### config.mk
export PLATFORM = sky130hd
export DESIGN_NAME = asd_div
export DESIGN_NICKNAME = d
export VERILOG_FILES = /design/src/rtl/asd_pkg.sv /design/src/rtl/asd_div.sv
export SDC_FILE = /design/constraint.sdc
export NUM_CORES = 1
export LEC_CHECK = 0
export ABC_AREA = 1
export BUFFER_PORTS_ARGS = -buffer_cell sky130_fd_sc_hd__buf_2
export CAP_MARGIN = 10
export CORE_ASPECT_RATIO = 1.1
export CORE_MARGIN = 5
export CORE_UTILIZATION = 40
export CTS_BUF_LIST = sky130_fd_sc_hd__clkbuf_8 sky130_fd_sc_hd__clkbuf_16
export DETAILED_ROUTE_END_ITERATION = 8
export GPL_TIMING_DRIVEN = 0
export SYNTH_ARGS = -nofsm -noshare
export SYNTH_HDL_FRONTEND = slang
export SYNTH_SLANG_ARGS = --single-unit
### constraint.sdc
create_clock -name clk -period 4.3 [get_ports clk]
set_clock_uncertainty 0.1 [all_clocks]
set_input_delay 1.29 -clock clk [delete_from_list [all_inputs] [get_ports clk]]
set_output_delay 1.29 -clock clk [all_outputs]
set_load 0.01 [all_outputs]
### src/rtl/asd_pkg.sv
`default_nettype none
// ----------------------------------------------------------------------------
// asd_pkg: shared types and constants for the adaptive step dequantizer
// Request payload structs, register indexes and fixed arithmetic widths.
// ----------------------------------------------------------------------------
package asd_pkg;

  // configuration register indexes
  localparam int CFG_IDX_W  = 2;
  localparam int CFG_DATA_W = 16;
  localparam logic [CFG_IDX_W-1:0] CFG_PRED_GAIN = 2'd0;
  localparam logic [CFG_IDX_W-1:0] CFG_STEP_GAIN = 2'd1;
  localparam logic [CFG_IDX_W-1:0] CFG_WIN_LEN   = 2'd2;

  // serial divider: 48-bit magnitude over an 8-bit window length
  localparam int DIV_W     = 48;
  localparam int DIV_CNT_W = 6;
  localparam int LEN_W     = 8;
  localparam int POS_NUM_W = 9;

  // Q15 handling
  localparam int          Q_SHIFT  = 15;
  localparam logic [31:0] Q_ROUND  = 32'd32767;

  typedef struct packed {
    logic signed [15:0] code_in;
    logic               block_end;
  } in_item_t;

  typedef struct packed {
    logic signed [15:0] sample_out;
    logic               block_end_out;
  } out_item_t;

endpackage
`default_nettype wire

### src/rtl/asd_div.sv
`default_nettype none
// ----------------------------------------------------------------------------
// asd_div: restoring serial divider
// One quotient bit per cycle over a 48-bit dividend by an 8-bit divisor; the
// next window position remainder is worked out alongside in the first steps.
// ----------------------------------------------------------------------------
module asd_div (
  input  wire logic                               clk,
  input  wire logic                               rst,
  input  wire logic                               start,
  input  wire logic [asd_pkg::DIV_W-1:0]          dividend,
  input  wire logic [asd_pkg::LEN_W-1:0]          divisor,
  input  wire logic [asd_pkg::POS_NUM_W-1:0]      pos_num,
  output logic                                    done,
  output logic [asd_pkg::DIV_W-1:0]               quotient,
  output logic [asd_pkg::LEN_W-1:0]               pos_rem
);

  localparam logic [asd_pkg::DIV_CNT_W-1:0] LAST_STEP =
    asd_pkg::DIV_CNT_W'(asd_pkg::DIV_W - 1);
  localparam logic [asd_pkg::DIV_CNT_W-1:0] POS_STEPS =
    asd_pkg::DIV_CNT_W'(asd_pkg::POS_NUM_W);

  logic                                busy;
  logic [asd_pkg::DIV_CNT_W-1:0]       cnt;
  logic [asd_pkg::DIV_W-1:0]           num;
  logic [asd_pkg::LEN_W-1:0]           rem;
  logic [asd_pkg::POS_NUM_W-1:0]       pnum;
  logic [asd_pkg::LEN_W-1:0]           prem;

  logic [asd_pkg::LEN_W:0] trial, ptrial, dvs;
  logic                    ge, pge;

  assign dvs    = {1'b0, divisor};
  assign trial  = {rem, num[asd_pkg::DIV_W-1]};
  assign ge     = trial >= dvs;
  assign ptrial = {prem, pnum[asd_pkg::POS_NUM_W-1]};
  assign pge    = ptrial >= dvs;

  assign quotient = num;
  assign pos_rem  = prem;

  always_ff @(posedge clk) begin
    if (rst) begin
      busy <= 1'b0;
      done <= 1'b0;
      cnt  <= '0;
    end else begin
      done <= 1'b0;
      if (start) begin
        busy <= 1'b1;
        cnt  <= '0;
      end else if (busy) begin
        cnt <= cnt + 1'b1;
        if (cnt == LAST_STEP) begin
          busy <= 1'b0;
          done <= 1'b1;
        end
      end
    end
  end

  always_ff @(posedge clk) begin
    if (start) begin
      num  <= dividend;
      rem  <= '0;
      pnum <= pos_num;
      prem <= '0;
    end else if (busy) begin
      num <= {num[asd_pkg::DIV_W-2:0], ge};
      rem <= ge ? asd_pkg::LEN_W'(trial - dvs) : trial[asd_pkg::LEN_W-1:0];
      if (cnt < POS_STEPS) begin
        pnum <= {pnum[asd_pkg::POS_NUM_W-2:0], 1'b0};
        prem <= pge ? asd_pkg::LEN_W'(ptrial - dvs) : ptrial[asd_pkg::LEN_W-1:0];
      end
    end
  end

endmodule
`default_nettype wire

### Yosys cells after proc, flatten, opt, wreduce, memory -nomap -nowiden

Cells that the tools add are included.

| storage, ports and cells | value |
|---|---|
| register bits after elaboration | 81 |
| input bits | 68 |
| output and inout bits | 57 |
| word-level logic and storage cells | 32 |

| cells by class | value |
|---|---|
| $add $sub $neg | 3 |
| order comparisons | 3 |
| equal/unequal tests | 1 |
| mux-type cells | 11 |
| bitwise operators | 1 |
| reduce and logical (&&, ||, !) cells | 6 |

Operator list:

| cell | count |
|---|---|
| 48-bit two-way mux | 2 |
| 9-bit two-way mux | 3 |
| 9-bit by 8-bit greater-or-equal comparator with 1-bit output | 2 |
| 8-bit two-way mux | 2 |
| 8-bit subtractor | 2 |
| 6-bit by 1-bit adder with 6-bit output (second input constant) | 1 |
| 6-bit == test (second input constant) | 1 |
| 6-bit by 4-bit < comparator with 1-bit output (second input constant) | 1 |
| 1-bit two-way mux | 4 |
| 2-bit AND reduction | 2 |
| 2-bit nonzero test | 2 |
| 3-bit OR reduction | 1 |
| 2-bit OR reduction | 1 |
| 1-bit inverter | 1 |

### Logic depth before layout (Yosys ltp)

Gate-level depths: netlist (run 1).

| logic depth | value |
|---|---|
| depth after elaboration | 4 |
| depth in mapped cells | 12 |
| depth with buffers taken out | 12 |

### Worst setup path after synthesis (run 1)

OpenSTA, ideal clock, no wires.

| timing path | value |
|---|---|
| kind | input-to-reg |
| from | input start |
| to | register num, in the netlist quotient[0] (enable) |
| library setup time | 402 ps |
| data arrival time | 2,555 ps |
| data required time | 3,798 ps |
| setup slack | 1,242 ps |
| stages | 3 |
| buffers on the path | 1 |
| path through | buf_2 -> nor2_1 -> inv_1 |

| on the way | value |
|---|---|
| cells in the longest elaborated chain, start to end | 1 |

Ends and longest elaborated chain:

| item | line | text |
|---|---|---|
| from (decl) | asd_div.sv:10 | `input wire logic start,` |
| 2-bit nonzero test (no line) | - |  |
| to (signal assigned) | asd_div.sv:65 | `num <= dividend;` |
| to (signal assigned) | asd_div.sv:70 | `num <= {num[asd_pkg::DIV_W-2:0], ge};` |
| to (decl) | asd_div.sv:26 | `logic [asd_pkg::DIV_W-1:0] num;` |

No other way between the ends.
A chain may end at the register's enable or synchronous reset.

### Worst setup path in the final report (run 1)

| timing path | value |
|---|---|
| from | input divisor[5] (netlist bit) |
| to | register num, in the netlist quotient[0] (data pin) |

| on the way | value |
|---|---|
| cells in the longest elaborated chain, start to end | 3 |

Ends and longest elaborated chain:

| item | line | text |
|---|---|---|
| from (decl) | asd_div.sv:12 | `input wire logic [asd_pkg::LEN_W-1:0] divisor,` |
| 9-bit by 8-bit greater-or-equal comparator with 1-bit output | asd_div.sv:36 | `assign ge = trial >= dvs;` |
| 48-bit two-way mux | asd_div.sv:69 | `end else if (busy) begin` |
| 48-bit two-way mux | asd_div.sv:64 | `if (start) begin` |

No other way between the ends. The select of a mux whose other input is x is not followed.

==> report_table.html, run 1 <==
<table>
<tr><th>Metric</th><th>Value</th></tr>
<tr><th colspan="2">Run status</th></tr>
<tr><td>Outcome</td><td>finished, final reports clean</td></tr>
<tr><th colspan="2">Placed design</th></tr>
<tr><td>Placer congestion estimate</td><td>roughly 0.83</td></tr>
<tr><td>Detailed Place HPWL</td><td>8510 µm</td></tr>
<tr><td>I/O Buffers</td><td>123</td></tr>
<tr><th colspan="2">Clocking</th></tr>
<tr><td>Depth of the CTS H-tree</td><td>3</td></tr>
<tr><td>Maximum clock path buffer count</td><td>2</td></tr>
<tr><td>TritonCTS Buffers</td><td>9</td></tr>
<tr><td>Clock-pin transition on the worst setup and hold timing paths</td><td>0.06 ns</td></tr>
<tr><td>Number of buffers inserted by hold repair at cts</td><td>0</td></tr>
<tr><td>Number of buffers inserted to repair setup after CTS</td><td>0</td></tr>
<tr><td>Sink Count</td><td>81</td></tr>
<tr><td>Root Buffer</td><td>sky130_fd_sc_hd__clkbuf_16</td></tr>
<tr><td>Worst skew pair latency</td><td>0.34 ns</td></tr>
<tr><td>CTS tree</td><td>done</td></tr>
<tr><td>Total of cells resized after clock tree synthesis</td><td>0</td></tr>
<tr><th colspan="2">Critical path</th></tr>
<tr><td>Type of the setup path with the least slack</td><td>input port to flip-flop</td></tr>
<tr><td>R2r setup slk</td><td>about 2.4 ns</td></tr>
<tr><td>Number of cells on the worst reg-to-reg path</td><td>4</td></tr>
<tr><td>Data required, critical path</td><td>4.36 ns</td></tr>
<tr><td>Data arrival, critical path</td><td>between 2 and 3 ns</td></tr>
<tr><td>Maximum fanout along the worst path</td><td>10</td></tr>
<tr><td>Launch point of the worst reg-to-reg path</td><td>cnt[0]$_SDFFE_PP0P_</td></tr>
<tr><td>Kind of end point of the critical path</td><td>flip-flop</td></tr>
<tr><td>Reg-to-Reg End</td><td>pnum[4]$_DFFE_PP_</td></tr>
<tr><td>Critical path launch point type</td><td>input port</td></tr>
<tr><th colspan="2">Timing</th></tr>
<tr><td>Minimum period implied by the final worst setup slack</td><td>2.62 ns</td></tr>
<tr><td>Unrepaired setup endpoints after global routing</td><td>no</td></tr>
<tr><td>Least-Margin Pin Slew</td><td>0.671 ns</td></tr>
<tr><td>Total Neg Setup Slack</td><td>0 ns</td></tr>
<tr><td>Setup-violating endpoint count in the final report</td><td>0</td></tr>
<tr><td>Final hold viol count</td><td>0</td></tr>
<tr><td>Max_slew headroom</td><td>55.1%</td></tr>
<tr><td>Achievable frequency</td><td>381 MHz</td></tr>
<tr><td>Slew Limit Fails</td><td>0</td></tr>
<tr><td>Portion of the clock cycle consumed by the worst path in the final layout</td><td>61.0%</td></tr>
<tr><th colspan="2">Finish</th></tr>
<tr><td>Ratio of cells with drive above 1 in the final layout</td><td>between 20% and 30%</td></tr>
<tr><td>Area used by multi-input combinational logic</td><td>0.00192 mm²</td></tr>
<tr><td>Diode count</td><td>0</td></tr>
<tr><td>Reg area</td><td>about 0.0022 mm²</td></tr>
<tr><td>Post-layout util</td><td>50.8%</td></tr>
<tr><td>Synth-to-layout area growth</td><td>25.0%</td></tr>
<tr><td>Net count of the finished layout</td><td>779</td></tr>
<tr><td>Number of inserted filler cells in the final layout</td><td>1139</td></tr>
<tr><th colspan="2">Synth</th></tr>
<tr><td>Area fraction of the dominant cell type after synthesis</td><td>38.8%</td></tr>
<tr><td>Seq cells post-synth</td><td>81</td></tr>
<tr><td>Count of warnings emitted by yosys</td><td>0</td></tr>
<tr><td>Post-Synthesis Cell Area</td><td>0.00441 mm²</td></tr>
<tr><td>Ranking of synthesized cells by area</td><td>sky130_fd_sc_hd__edfxtp_1 39%, sky130_fd_sc_hd__nand2_1 23%, sky130_fd_sc_hd__dfxtp_1 11%, sky130_fd_sc_hd__nand3_1 6.0%, sky130_fd_sc_hd__ha_1 5.1%</td></tr>
<tr><td>Dominant cell by count in the synthesized netlist</td><td>sky130_fd_sc_hd__nand2_1</td></tr>
<tr><td>Leading post-synthesis cells by instance count</td><td>265 x sky130_fd_sc_hd__nand2_1, 57 x sky130_fd_sc_hd__edfxtp_1, 56 x sky130_fd_sc_hd__inv_1</td></tr>
<tr><td>Distinct cell type count after synthesis</td><td>34</td></tr>
<tr><td>Portion of the post-synthesis area used by sequential elements</td><td>49.7%</td></tr>
<tr><td>Number of flops mapped to enable cells by yosys</td><td>57</td></tr>
<tr><td>Post-synthesis cell count</td><td>556</td></tr>
<tr><td>Dominant cell type by area after synthesis</td><td>sky130_fd_sc_hd__edfxtp_1</td></tr>
<tr><td>Mapped Nets</td><td>between 600 and 700</td></tr>
<tr><td>Post-Synthesis Mean Instance Area</td><td>7.93 µm²</td></tr>
<tr><td>Fraction of registers with async set/reset</td><td>0%</td></tr>
<tr><td>Leading register cell type out of synthesis</td><td>sky130_fd_sc_hd__edfxtp_1</td></tr>
<tr><th colspan="2">GRT</th></tr>
<tr><td>Met1 Use GR</td><td>21.1%</td></tr>
<tr><td>Grt total ovfl</td><td>0</td></tr>
<tr><td>Overall routing resource usage</td><td>17.2%</td></tr>
<tr><td>Maximum number of pins on one net before global-route repair</td><td>between 40 and 50</td></tr>
<tr><td>Initial antenna violation count</td><td>0</td></tr>
<tr><td>Met3 track utilization from global routing</td><td>5.22%</td></tr>
<tr><td>Met2 Resource Use GR</td><td>28.1%</td></tr>
<tr><td>Highest-utilization routing layer at the global route stage</td><td>met2</td></tr>
<tr><td>Vias in the first global route</td><td>between 3000 and 4000</td></tr>
<tr><td>Global-route wire length before repair</td><td>18000 µm</td></tr>
<tr><th colspan="2">Hold path</th></tr>
<tr><td>Capture endpoint of the worst hold path</td><td>rem[6]$_SDFFE_PP0P_</td></tr>
<tr><td>Number of stages on the worst hold path</td><td>2</td></tr>
<tr><td>Min-Delay Startpoint</td><td>rem[6]$_SDFFE_PP0P_</td></tr>
<tr><td>Path category of the worst min-delay check</td><td>flip-flop to flip-flop</td></tr>
<tr><th colspan="2">Floorplan</th></tr>
<tr><td>Die outline width</td><td>110 µm</td></tr>
<tr><td>Row cnt</td><td>40</td></tr>
<tr><td>Die Ht</td><td>120 µm</td></tr>
<tr><td>I/O pin cnt</td><td>125</td></tr>
<tr><td>Core Region</td><td>roughly 0.011 mm²</td></tr>
<tr><td>Die Footprint</td><td>roughly 0.013 mm²</td></tr>
<tr><td>Effective utilization at floorplan</td><td>40.6%</td></tr>
<tr><th colspan="2">Route</th></tr>
<tr><td>Aggregate routed wire length</td><td>between 10000 and 15000 µm</td></tr>
<tr><td>DR pass1 iterations</td><td>4</td></tr>
<tr><td>Number of routed nets with antenna violations</td><td>0</td></tr>
<tr><td>Average vias per placed instance</td><td>approximately 4.7</td></tr>
<tr><td>Via count of the routed design</td><td>3920</td></tr>
<tr><td>Number of violations reported at the end of detailed-routing iteration 0</td><td>178</td></tr>
<tr><td>Number of remaining DRC errors</td><td>0</td></tr>
<tr><td>Detail-routed net length per standard cell</td><td>13.0 µm</td></tr>
<tr><th colspan="2">Flow run</th></tr>
<tr><td>Max-capacitance violation count</td><td>0</td></tr>
<tr><th colspan="2">Power and ir drop</th></tr>
<tr><td>Worst supply voltage drop on vdd</td><td>0.201 mV</td></tr>
<tr><td>Standby leakage power</td><td>0.00290 µW</td></tr>
<tr><td>Power per cell area</td><td>~370 mW/mm²</td></tr>
</table>
area by class of cell:
type	instances	share of cell area [%]
inverters	57	3.88
plain buffers	16	1.52
well taps	147	3.33
clock buffers	9	4.08
flip-flops and latches	81	39.7
clock inverters	7	1.09
repair buffers	124	11.5
multi-input cells	402	34.8
worst max-delay path, cell delays in order:
cell	delay, ns
sky130_fd_sc_hd__buf_2	0.08
sky130_fd_sc_hd__inv_1	0.07
sky130_fd_sc_hd__ha_1	0.37
sky130_fd_sc_hd__nand2_2	0.09
sky130_fd_sc_hd__nor2_2	0.15
sky130_fd_sc_hd__nand3_1	0.07
sky130_fd_sc_hd__and2_1	0.17
sky130_fd_sc_hd__buf_6	0.15
sky130_fd_sc_hd__a31oi_1	0.23
flip-flops by register name, summed over array words and instances, names as in the netlist:
name and flops:
pos_rem 8, pnum 9, done 1, cnt 6, busy 1, rem 8
quotient 48
power breakdown:
group          internal, µW  switching [µW]  total [µW]  leakage [µW]
clock                   443             296         739      0.000142
sequential              916            38.0         954      0.000780
combinational           138             209         347       0.00198
total                  1500             543        2040       0.00290
worst max path at each step:
stage | from | slack (ns) | end | cells past startpoint
3_5_place_dp | divisor[6] | 1.33 | pos_rem[3]$_SDFFE_PP0P_ | 11
5_1_grt | divisor[6] | 1.51 | pos_rem[0]$_SDFFE_PP0P_ | 11
2_1_floorplan | start | 1.24 | quotient[0]$_DFFE_PP_ | 3
4_1_cts | divisor[5] | 1.65 | quotient[0]$_DFFE_PP_ | 9
3_3_place_gp | start | 0.59 | quotient[5]$_DFFE_PP_ | 3
6_report | divisor[5] | 1.68 | quotient[0]$_DFFE_PP_ | 9
layout by cell type, fill, tap and decap left out, types with 4 or more instances in the layout:
master,count
sky130_fd_sc_hd__nand2_1,265
sky130_fd_sc_hd__buf_2,130
sky130_fd_sc_hd__edfxtp_1,57
sky130_fd_sc_hd__inv_1,55
sky130_fd_sc_hd__nand3_1,53
sky130_fd_sc_hd__dfxtp_1,24
sky130_fd_sc_hd__ha_1,18
sky130_fd_sc_hd__nor2_1,17
sky130_fd_sc_hd__a21oi_1,11
sky130_fd_sc_hd__clkbuf_16,9
sky130_fd_sc_hd__clkbuf_1,6
sky130_fd_sc_hd__xor2_1,4
through the flow:
stage | worst slack (ns) | total power [µW] | instance area, µm² | std cells | hold slack (ns)
floorplan | 1.24 | 1180 | 4410 | 556 | 0.343
global placement | 0.587 | 1310 | 5210 | 826 | 0.365
detailed placement | 1.33 | 1320 | 5230 | 827 | 0.368
CTS | 1.65 | 2070 | 5520 | 843 | 0.379
global route | 1.51 | 2150 | 5520 | 843 | 0.409
finish | 1.68 | 2040 | 5520 | 843 | 0.381
kinds of logic (layout without fill, tap and decap cells):
| group | Yosys count | in the layout | share of synthesized area, % |
|---|---|---|---|
| xor+xnor | 6 | 6 | 1.19 |
| simple gates | 358 | 358 | 34.0 |
| compound gates | 18 | 18 | 2.35 |
| fa+ha+maj | 20 | 20 | 6.01 |
| buf+inv | 73 | 213 | 6.75 |
| flops | 81 | 81 | 49.7 |
routing by layer:
layer / vias to the layer above / part of all wire (%)
met5: - / 0
met4: 0 / 1.6
met2: 116 / 47
met1: 1736 / 44
li1: 2054 / -
met3: 14 / 7.0
No activity file was read; power rests on OpenSTA's default activity.
==> run 2: changes to the inputs <==
PLACE_DENSITY = 0.66   (was not set)
clock period = 2.4 ns   (was 4.3 ns; I/O delays follow)
==> run 2 against run 1 <==
  * Non-clock buffer count fell by 1
  * Critical path type unchanged
  * Clock power rose by 76%
  * First-iteration DRC count fell by 5.1%
  * Sequential power rose by 79%
==> report_table.html, run 2 (synthesis results as in run 1) <==
<table>
<tr><th>Metric</th><th>Value</th></tr>
<tr><th colspan="2">Run status</th></tr>
<tr><td>Outcome</td><td>finished, final reports clean</td></tr>
<tr><th colspan="2">Critical path</th></tr>
<tr><td>Delay of the slowest cell on the worst path</td><td>0.37 ns (about the same)</td></tr>
<tr><td>Cell Chain, Critical Path</td><td>buf_2, inv_1, ha_1, nand2_1, nand2_1, nand2_1, nand2_1, nor2_2, nand2_4, nand2_1, nand3_1, nand2_1</td></tr>
<tr><td>Slowest cell on crit path</td><td>sky130_fd_sc_hd__ha_1</td></tr>
<tr><td>R2r setup slk</td><td>0.45 ns (-1.94 ns)</td></tr>
<tr><td>Launch point of the worst reg-to-reg path</td><td>cnt[0]$_SDFFE_PP0P_</td></tr>
<tr><td>Reg-to-Reg End</td><td>pnum[3]$_DFFE_PP_</td></tr>
<tr><td>Maximum fanout along the worst path</td><td>9 (-1)</td></tr>
<tr><td>Type of the setup path with the least slack</td><td>input port to flip-flop</td></tr>
<tr><td>Total buffers and inverters traversed by the critical path</td><td>2 (-1)</td></tr>
<tr><td>Most common cell type on the critical path</td><td>sky130_fd_sc_hd__nand2_1</td></tr>
<tr><td>Number of cells on the worst reg-to-reg path</td><td>4 (unchanged)</td></tr>
<tr><td>Data arrival, critical path</td><td>2.22 ns (-0.46 ns)</td></tr>
<tr><td>Kind of end point of the critical path</td><td>flip-flop</td></tr>
<tr><td>Dominant delay contributor by cell family on the critical path</td><td>simple AND/OR/NAND/NOR gates</td></tr>
<tr><td>Critical path launch point type</td><td>input port</td></tr>
<tr><td>Data required, critical path</td><td>2.58 ns (-1.78 ns)</td></tr>
<tr><th colspan="2">Clocking</th></tr>
<tr><td>Worst skew pair latency</td><td>0.33 ns (about the same)</td></tr>
<tr><td>Number of buffers inserted by hold repair at cts</td><td>0 (unchanged)</td></tr>
<tr><td>TritonCTS Buffers</td><td>9 (unchanged)</td></tr>
<tr><td>Depth of the CTS H-tree</td><td>3 (unchanged)</td></tr>
<tr><td>Sink Count</td><td>81 (unchanged)</td></tr>
<tr><td>Clock-pin transition on the worst setup and hold timing paths</td><td>0.06 ns (about the same)</td></tr>
<tr><td>CTS tree</td><td>done</td></tr>
<tr><td>Total of cells resized after clock tree synthesis</td><td>1 (+1)</td></tr>
<tr><td>Maximum clock path buffer count</td><td>2 (unchanged)</td></tr>
<tr><td>Number of buffers inserted to repair setup after CTS</td><td>0 (unchanged)</td></tr>
<tr><td>Root Buffer</td><td>sky130_fd_sc_hd__clkbuf_16</td></tr>
<tr><th colspan="2">Finish</th></tr>
<tr><td>Flip-flop count of the largest register after layout</td><td>48 (unchanged)</td></tr>
<tr><td>Number of inserted filler cells in the final layout</td><td>1123 (-1.4%)</td></tr>
<tr><td>Net count of the finished layout</td><td>779 (unchanged)</td></tr>
<tr><td>Post-Layout Inst Area</td><td>0.00551 mm² (-0.14%)</td></tr>
<tr><td>Most frequent cells in the layout</td><td>265 x sky130_fd_sc_hd__nand2_1, 130 x sky130_fd_sc_hd__buf_2, 57 x sky130_fd_sc_hd__inv_1, 57 x sky130_fd_sc_hd__edfxtp_1, 53 x sky130_fd_sc_hd__nand3_1</td></tr>
<tr><td>Reg area</td><td>0.00219 mm² (unchanged)</td></tr>
<tr><td>Synth-to-layout area growth</td><td>24.9%</td></tr>
<tr><td>Final Instance Count excl. Fillers</td><td>843 (unchanged)</td></tr>
<tr><td>Area used by multi-input combinational logic</td><td>0.00193 mm² (+0.39%)</td></tr>
<tr><td>Diode count</td><td>0 (unchanged)</td></tr>
<tr><td>Post-layout util</td><td>50.7% (-0.069 points)</td></tr>
<tr><td>Ratio of cells with drive above 1 in the final layout</td><td>22.7% (-0.14 points)</td></tr>
<tr><td>Most frequent standard cell in the layout excluding fill and tap cells</td><td>sky130_fd_sc_hd__nand2_1</td></tr>
<tr><th colspan="2">Power and ir drop</th></tr>
<tr><td>Pint</td><td>2670 µW (+78%)</td></tr>
<tr><td>Sw Ratio</td><td>26.5% (-0.055 points)</td></tr>
<tr><td>Seq pwr share</td><td>47.0% (+0.2 points)</td></tr>
<tr><td>Clock network fraction of total power</td><td>35.8% (-0.4 points)</td></tr>
<tr><td>Standby leakage power</td><td>0.00289 µW (-0.32%)</td></tr>
<tr><td>Power per cell area</td><td>661 mW/mm² (+79%)</td></tr>
<tr><td>Net switching power of the design</td><td>966 µW (+78%)</td></tr>
<tr><td>Combinational cell fraction of total power</td><td>17.2% (+0.2 points)</td></tr>
<tr><td>Worst supply voltage drop on vdd</td><td>0.414 mV (+110%)</td></tr>
<tr><th colspan="2">Timing</th></tr>
<tr><td>Tightest hold margin</td><td>0.378 ns (-0.00292 ns)</td></tr>
<tr><td>Achievable frequency</td><td>490 MHz</td></tr>
<tr><td>Final hold viol count</td><td>0 (unchanged)</td></tr>
<tr><td>Unrepaired setup endpoints after global routing</td><td>no</td></tr>
<tr><td>Slew Limit Fails</td><td>0 (unchanged)</td></tr>
<tr><td>Minimum period implied by the final worst setup slack</td><td>just over 2 ns</td></tr>
<tr><td>Max_slew headroom</td><td>59.8% (+4.7 points)</td></tr>
<tr><td>Total Neg Setup Slack</td><td>0 ns (unchanged)</td></tr>
<tr><td>Least-Margin Pin Slew</td><td>0.602 ns (-0.0694 ns)</td></tr>
<tr><td>Portion of the clock cycle consumed by the worst path in the final layout</td><td>85.1%</td></tr>
<tr><td>Setup-violating endpoint count in the final report</td><td>0 (unchanged)</td></tr>
<tr><th colspan="2">Placed design</th></tr>
<tr><td>Placed cell count</td><td>826 (-0.12%)</td></tr>
<tr><td>Detailed Place HPWL</td><td>8710 µm (+2.3%)</td></tr>
<tr><td>Placer congestion estimate</td><td>0.841 (+0.96%)</td></tr>
<tr><td>Instance area at placement</td><td>0.00522 mm² (-0.17%)</td></tr>
<tr><td>I/O Buffers</td><td>123 (unchanged)</td></tr>
<tr><th colspan="2">Flow run</th></tr>
<tr><td>Max-capacitance violation count</td><td>0 (unchanged)</td></tr>
<tr><th colspan="2">GRT</th></tr>
<tr><td>Vias in the first global route</td><td>3877 (-1.8%)</td></tr>
<tr><td>Maximum number of pins on one net before global-route repair</td><td>25 (-42%)</td></tr>
<tr><td>Grt total ovfl</td><td>0 (unchanged)</td></tr>
<tr><td>Initial antenna violation count</td><td>0 (unchanged)</td></tr>
<tr><td>Overall routing resource usage</td><td>17.6% (+0.41 points)</td></tr>
<tr><td>Global-route wire length before repair</td><td>18200 µm (+1.2%)</td></tr>
<tr><th colspan="2">Hold path</th></tr>
<tr><td>Min-Delay Startpoint</td><td>rem[6]$_SDFFE_PP0P_</td></tr>
<tr><td>Path category of the worst min-delay check</td><td>flip-flop to flip-flop</td></tr>
<tr><td>Number of stages on the worst hold path</td><td>2 (unchanged)</td></tr>
<tr><td>Capture endpoint of the worst hold path</td><td>rem[6]$_SDFFE_PP0P_</td></tr>
<tr><th colspan="2">Route</th></tr>
<tr><td>Via count of the routed design</td><td>3955 (+0.89%)</td></tr>
<tr><td>Average vias per placed instance</td><td>4.69 (+0.89%)</td></tr>
<tr><td>Detail-routed net length per standard cell</td><td>13.4 µm (+3.6%)</td></tr>
<tr><td>Number of violations reported at the end of detailed-routing iteration 0</td><td>169 (-5.1%)</td></tr>
<tr><td>Aggregate routed wire length</td><td>11300 µm (+3.6%)</td></tr>
<tr><td>DR pass1 iterations</td><td>4 (unchanged)</td></tr>
<tr><td>Number of remaining DRC errors</td><td>0 (unchanged)</td></tr>
<tr><td>Number of routed nets with antenna violations</td><td>0 (unchanged)</td></tr>
<tr><th colspan="2">Floorplan</th></tr>
<tr><td>Die Footprint</td><td>0.0132 mm² (unchanged)</td></tr>
<tr><td>I/O pin cnt</td><td>125 (unchanged)</td></tr>
<tr><td>Effective utilization at floorplan</td><td>40.6% (unchanged)</td></tr>
<tr><td>Die outline width</td><td>110 µm (unchanged)</td></tr>
<tr><td>Core Region</td><td>0.0109 mm² (unchanged)</td></tr>
<tr><td>Die Ht</td><td>120 µm (unchanged)</td></tr>
<tr><td>Row cnt</td><td>40 (unchanged)</td></tr>
</table>
[run 2: worst max path at each step]
stage | endpoint | cells after the start | start
global placement | quotient[23]$_DFFE_PP_ | 3 | start
CTS | quotient[1]$_DFFE_PP_ | 3 | start
detailed placement | quotient[7]$_DFFE_PP_ | 3 | start
floorplan | quotient[0]$_DFFE_PP_ | 3 | start
global route | pos_rem[2]$_SDFFE_PP0P_ | 12 | divisor[6]
finish | pos_rem[2]$_SDFFE_PP0P_ | 12 | divisor[6]
[run 2: per-layer routing]
| metal | global-route usage, % | up-vias | wire length [µm] |
|---|---|---|---|
| met4 | 6.70 | 0 | 179 |
| met1 | 21.6 | 1784 | 4920 |
| met5 | 0 | - | 0 |
| li1 | - | 2045 | - |
| met2 | 28.9 | 113 | 5370 |
| met3 | 5.33 | 13 | 865 |
[run 2: per-stage QoR]
| step | total power, µW | worst slack (ns) |
|---|---|---|
| after floorplan | 2110 | 0.110 |
| after global placement | 2350 | -0.384 |
| after detailed placement | 2370 | -0.441 |
| after CTS | 3680 | 0.310 |
| after global routing | 3830 | 0.163 |
| final | 3640 | 0.358 |
[run 2: power groups by stage]
stage / registers, µW / logic (µW) / clock network (µW)
final: 1710 / 626 / 1300
after global routing: 1720 / 709 / 1390
after CTS: 1710 / 637 / 1330
after detailed placement: 1740 / 631 / 0
after floorplan: 1770 / 343 / 0
after global placement: 1730 / 616 / 0
[run 2: final cells by class]
| class | count | share of cell area, % |
|---|---|---|
| sequential | 81 | 39.8 |
| multi-input combinational | 402 | 35.0 |
| timing repair buffer | 123 | 11.2 |
| clock buffer | 9 | 4.09 |
| inverter | 57 | 3.95 |
| tap | 147 | 3.34 |
| buffer | 16 | 1.52 |
| clock inverter | 7 | 0.977 |
| timing repair inverter | 1 | 0.136 |
[run 2: worst reg2reg max path, stage by stage (launching register included)]
cell,delay [ns]
sky130_fd_sc_hd__dfxtp_1,0.36
sky130_fd_sc_hd__inv_1,0.07
sky130_fd_sc_hd__ha_1,0.20
sky130_fd_sc_hd__o211ai_2,0.45
sky130_fd_sc_hd__nand2_1,0.41
==> run 3: changes to the inputs <==
BUFFER_PORTS_ARGS = -buffer_cell sky130_fd_sc_hd__clkbuf_2   (was -buffer_cell sky130_fd_sc_hd__buf_2)
CTS_BUF_LIST = sky130_fd_sc_hd__clkbuf_4 sky130_fd_sc_hd__clkbuf_8   (was sky130_fd_sc_hd__clkbuf_8 sky130_fd_sc_hd__clkbuf_16)
==> run 3 against run 2 <==
  * Clock power fell by 35%
  * Flip-flop and latch count did not move
  * Sequential share of layout area increased by 0.90 points
  * Maximum frequency decreased by 0.96%
  * Routed wire length down 1.9%
  * Worst setup slack worse by 0.020 ns
  * Sequential power is essentially flat
  * Worst hold slack improved by 0.0012 ns
  * Critical path type unchanged
  * Total power shrank 13%
  * Highest routed layer unchanged
  * Via count shrank 1.5%
==> report_table.html, run 3 (synthesis results as in run 1) <==
<table>
<tr><th>Metric</th><th>Value</th></tr>
<tr><th colspan="2">Run status</th></tr>
<tr><td>Outcome</td><td>finished, final reports clean</td></tr>
<tr><th colspan="2">Timing</th></tr>
<tr><td>Final hold viol count</td><td>0 (unchanged)</td></tr>
<tr><td>Max_slew headroom</td><td>59.9% (+0.11 points)</td></tr>
<tr><td>Worst setup slack after layout</td><td>0.338 ns (-0.0199 ns)</td></tr>
<tr><td>Slew Limit Fails</td><td>0 (unchanged)</td></tr>
<tr><td>Unrepaired setup endpoints after global routing</td><td>no</td></tr>
<tr><td>Setup-violating endpoint count in the final report</td><td>0 (unchanged)</td></tr>
<tr><td>Portion of the clock cycle consumed by the worst path in the final layout</td><td>85.9% (+0.83 points)</td></tr>
<tr><td>Least-Margin Pin Slew</td><td>0.600 ns (-0.00159 ns)</td></tr>
<tr><td>Achievable frequency</td><td>485 MHz (-0.96%)</td></tr>
<tr><td>Minimum period implied by the final worst setup slack</td><td>2.06 ns (+0.0199 ns)</td></tr>
<tr><th colspan="2">Critical path</th></tr>
<tr><td>Data required, critical path</td><td>2.21 ns (-0.37 ns)</td></tr>
<tr><td>Critical path launch point type</td><td>input port</td></tr>
<tr><td>Reg-to-Reg End</td><td>pnum[5]$_DFFE_PP_</td></tr>
<tr><td>Worst setup path endpoint</td><td>quotient[46]$_DFFE_PP_</td></tr>
<tr><td>R2r setup slk</td><td>0.47 ns (+0.02 ns)</td></tr>
<tr><td>Maximum fanout along the worst path</td><td>24 (+15)</td></tr>
<tr><td>Number of cells on the worst reg-to-reg path</td><td>4 (unchanged)</td></tr>
<tr><td>Launch point of the worst reg-to-reg path</td><td>cnt[0]$_SDFFE_PP0P_</td></tr>
<tr><td>Data arrival, critical path</td><td>1.87 ns (-0.35 ns)</td></tr>
<tr><td>Type of the setup path with the least slack</td><td>input port to flip-flop</td></tr>
<tr><td>Kind of end point of the critical path</td><td>flip-flop</td></tr>
<tr><td>Launching element of the worst setup path</td><td>start</td></tr>
<tr><th colspan="2">Finish</th></tr>
<tr><td>Area used by multi-input combinational logic</td><td>0.00193 mm² (unchanged)</td></tr>
<tr><td>Final Instance Count excl. Fillers</td><td>842 (-0.12%)</td></tr>
<tr><td>Diode count</td><td>0 (unchanged)</td></tr>
<tr><td>Ratio of cells with drive above 1 in the final layout</td><td>22.9% (+0.18 points)</td></tr>
<tr><td>Flip-flop count of the largest register after layout</td><td>48 (unchanged)</td></tr>
<tr><td>Most frequent standard cell in the layout excluding fill and tap cells</td><td>sky130_fd_sc_hd__nand2_1</td></tr>
<tr><td>Net count of the finished layout</td><td>779 (unchanged)</td></tr>
<tr><td>Post-layout util</td><td>49.6% (-1.1 points)</td></tr>
<tr><td>Reg area</td><td>0.00219 mm² (unchanged)</td></tr>
<tr><td>Most frequent cells in the layout</td><td>265 x sky130_fd_sc_hd__nand2_1, 123 x sky130_fd_sc_hd__clkbuf_2, 57 x sky130_fd_sc_hd__edfxtp_1</td></tr>
<tr><td>Synth-to-layout area growth</td><td>22.1%</td></tr>
<tr><td>Number of inserted filler cells in the final layout</td><td>1081 (-3.7%)</td></tr>
<tr><th colspan="2">Floorplan</th></tr>
<tr><td>Row cnt</td><td>40 (unchanged)</td></tr>
<tr><td>I/O pin cnt</td><td>125 (unchanged)</td></tr>
<tr><td>Die Footprint</td><td>0.0132 mm² (unchanged)</td></tr>
<tr><td>Die outline width</td><td>110 µm (unchanged)</td></tr>
<tr><td>Die Ht</td><td>120 µm (unchanged)</td></tr>
<tr><td>Effective utilization at floorplan</td><td>40.6% (unchanged)</td></tr>
<tr><td>Core Region</td><td>0.0109 mm² (unchanged)</td></tr>
<tr><th colspan="2">Power and ir drop</th></tr>
<tr><td>Worst supply voltage drop on vdd</td><td>0.308 mV (-26%)</td></tr>
<tr><td>Standby leakage power</td><td>0.00284 µW (-1.7%)</td></tr>
<tr><td>Power per cell area</td><td>591 mW/mm² (-11%)</td></tr>
<tr><td>Post-route total power</td><td>3180 µW (-13%)</td></tr>
<tr><th colspan="2">Placed design</th></tr>
<tr><td>Placed cell count</td><td>826 (unchanged)</td></tr>
<tr><td>Placer congestion estimate</td><td>0.826 (-1.8%)</td></tr>
<tr><td>Pre-CTS setup slack</td><td>-0.439 ns (+0.00219 ns)</td></tr>
<tr><td>Detailed Place HPWL</td><td>8600 µm (-1.2%)</td></tr>
<tr><td>I/O Buffers</td><td>123 (unchanged)</td></tr>
<tr><th colspan="2">Route</th></tr>
<tr><td>Number of routed nets with antenna violations</td><td>0 (unchanged)</td></tr>
<tr><td>Number of remaining DRC errors</td><td>0 (unchanged)</td></tr>
<tr><td>Length of routed met2 wiring</td><td>5200 µm (-3.2%)</td></tr>
<tr><td>Met3 wire len</td><td>821 µm (-5.1%)</td></tr>
<tr><td>Number of violations reported at the end of detailed-routing iteration 0</td><td>174 (+3.0%)</td></tr>
<tr><td>DR pass1 iterations</td><td>4 (unchanged)</td></tr>
<tr><td>Aggregate routed wire length</td><td>11100 µm (-1.9%)</td></tr>
<tr><td>Highest signal layer in the routed design</td><td>met4</td></tr>
<tr><td>Via count of the routed design</td><td>3896 (-1.5%)</td></tr>
<tr><td>Average vias per placed instance</td><td>4.63 (-1.4%)</td></tr>
<tr><td>Met1 Wirelength</td><td>4950 µm (+0.61%)</td></tr>
<tr><td>Detail-routed net length per standard cell</td><td>13.2 µm (-1.7%)</td></tr>
<tr><th colspan="2">Clocking</th></tr>
<tr><td>CTS tree</td><td>done</td></tr>
<tr><td>Depth of the CTS H-tree</td><td>3 (unchanged)</td></tr>
<tr><td>Clock-pin transition on the worst setup and hold timing paths</td><td>0.07 ns (about the same)</td></tr>
<tr><td>TritonCTS Buffers</td><td>9 (unchanged)</td></tr>
<tr><td>Number of buffers inserted to repair setup after CTS</td><td>0 (unchanged)</td></tr>
<tr><td>Worst skew pair latency</td><td>0.34 ns (about the same)</td></tr>
<tr><td>Sink Count</td><td>81 (unchanged)</td></tr>
<tr><td>Root Buffer</td><td>sky130_fd_sc_hd__clkbuf_8</td></tr>
<tr><td>Maximum clock path buffer count</td><td>2 (unchanged)</td></tr>
<tr><th colspan="2">GRT</th></tr>
<tr><td>Maximum number of pins on one net before global-route repair</td><td>25 (unchanged)</td></tr>
<tr><td>Global-route wire length before repair</td><td>18300 µm (+0.38%)</td></tr>
<tr><td>Initial antenna violation count</td><td>0 (unchanged)</td></tr>
<tr><td>Vias in the first global route</td><td>3858 (-0.49%)</td></tr>
<tr><td>Overall routing resource usage</td><td>17.5% (-0.11 points)</td></tr>
<tr><td>Grt total ovfl</td><td>0 (unchanged)</td></tr>
<tr><th colspan="2">Hold path</th></tr>
<tr><td>Number of stages on the worst hold path</td><td>2 (unchanged)</td></tr>
<tr><td>Path category of the worst min-delay check</td><td>flip-flop to flip-flop</td></tr>
<tr><th colspan="2">Flow run</th></tr>
<tr><td>Max-capacitance violation count</td><td>0 (unchanged)</td></tr>
</table>
-- run 3: cell types whose count changed in the layout (fill, tap and decap cells not counted), sizes merged --
| cell | delta |
|---|---|
| bufinv | -1 |
| clkbuf | +126 |
| clkinv | -1 |
| buf | -123 |
| inv | -2 |
-- run 3: timing repair --
item / in CTS / in global routing
setup endpoints to repair: 48 / 0
gates resized for setup: 1 / 0
hold buffers: 0 / 0
-- run 3: through the flow --
step                      setup TNS, ns  hold slack, ns  area [µm²]
after floorplan                       0           0.343        4420
after global placement           -18.84           0.366        5220
after detailed placement         -20.90           0.370        5220
after CTS                             0           0.383        5390
after global routing                  0           0.402        5390
final                                 0           0.379        5390
-- run 3: critical path, stage by stage --
cell                         delay [ns]
sky130_fd_sc_hd__buf_2             0.18
sky130_fd_sc_hd__nor2_4            0.34
sky130_fd_sc_hd__clkinvlp_4        0.63
-- run 3: worst min-delay path by stage --
stage | startpoint | end
2_1_floorplan | cnt[2]$_SDFFE_PP0P_ | cnt[2]$_SDFFE_PP0P_
3_3_place_gp | cnt[2]$_SDFFE_PP0P_ | cnt[2]$_SDFFE_PP0P_
3_5_place_dp | rem[6]$_SDFFE_PP0P_ | rem[6]$_SDFFE_PP0P_
4_1_cts | rem[6]$_SDFFE_PP0P_ | rem[6]$_SDFFE_PP0P_
5_1_grt | rem[0]$_SDFFE_PP0P_ | rem[0]$_SDFFE_PP0P_
6_report | rem[0]$_SDFFE_PP0P_ | rem[0]$_SDFFE_PP0P_
-- run 3: area by class of cell --
cell class | count | area share [%]
Sequential cell | 81 | 40.7
Clock inverter | 3 | 0.209
Inverter | 57 | 4.04
Buffer | 16 | 1.56
Multi-Input combinational cell | 402 | 35.8
Timing Repair Buffer | 123 | 11.4
Clock buffer | 12 | 2.72
Timing Repair inverter | 1 | 0.139
Tap cell | 147 | 3.41
-- run 3: routing by layer --
metal / vias to the layer above / GRT usage, %
met1: 1727 / 22.2
met3: 12 / 5.06
met2: 115 / 28.8
li1: 2042 / -
met4: 0 / 5.31
met5: - / 0
-- run 3: power by group --
part | switching [µW] | total, µW | internal [µW]
registers | 71.5 | 1710 | 1640
logic | 380 | 623 | 244
clock network | 452 | 848 | 396
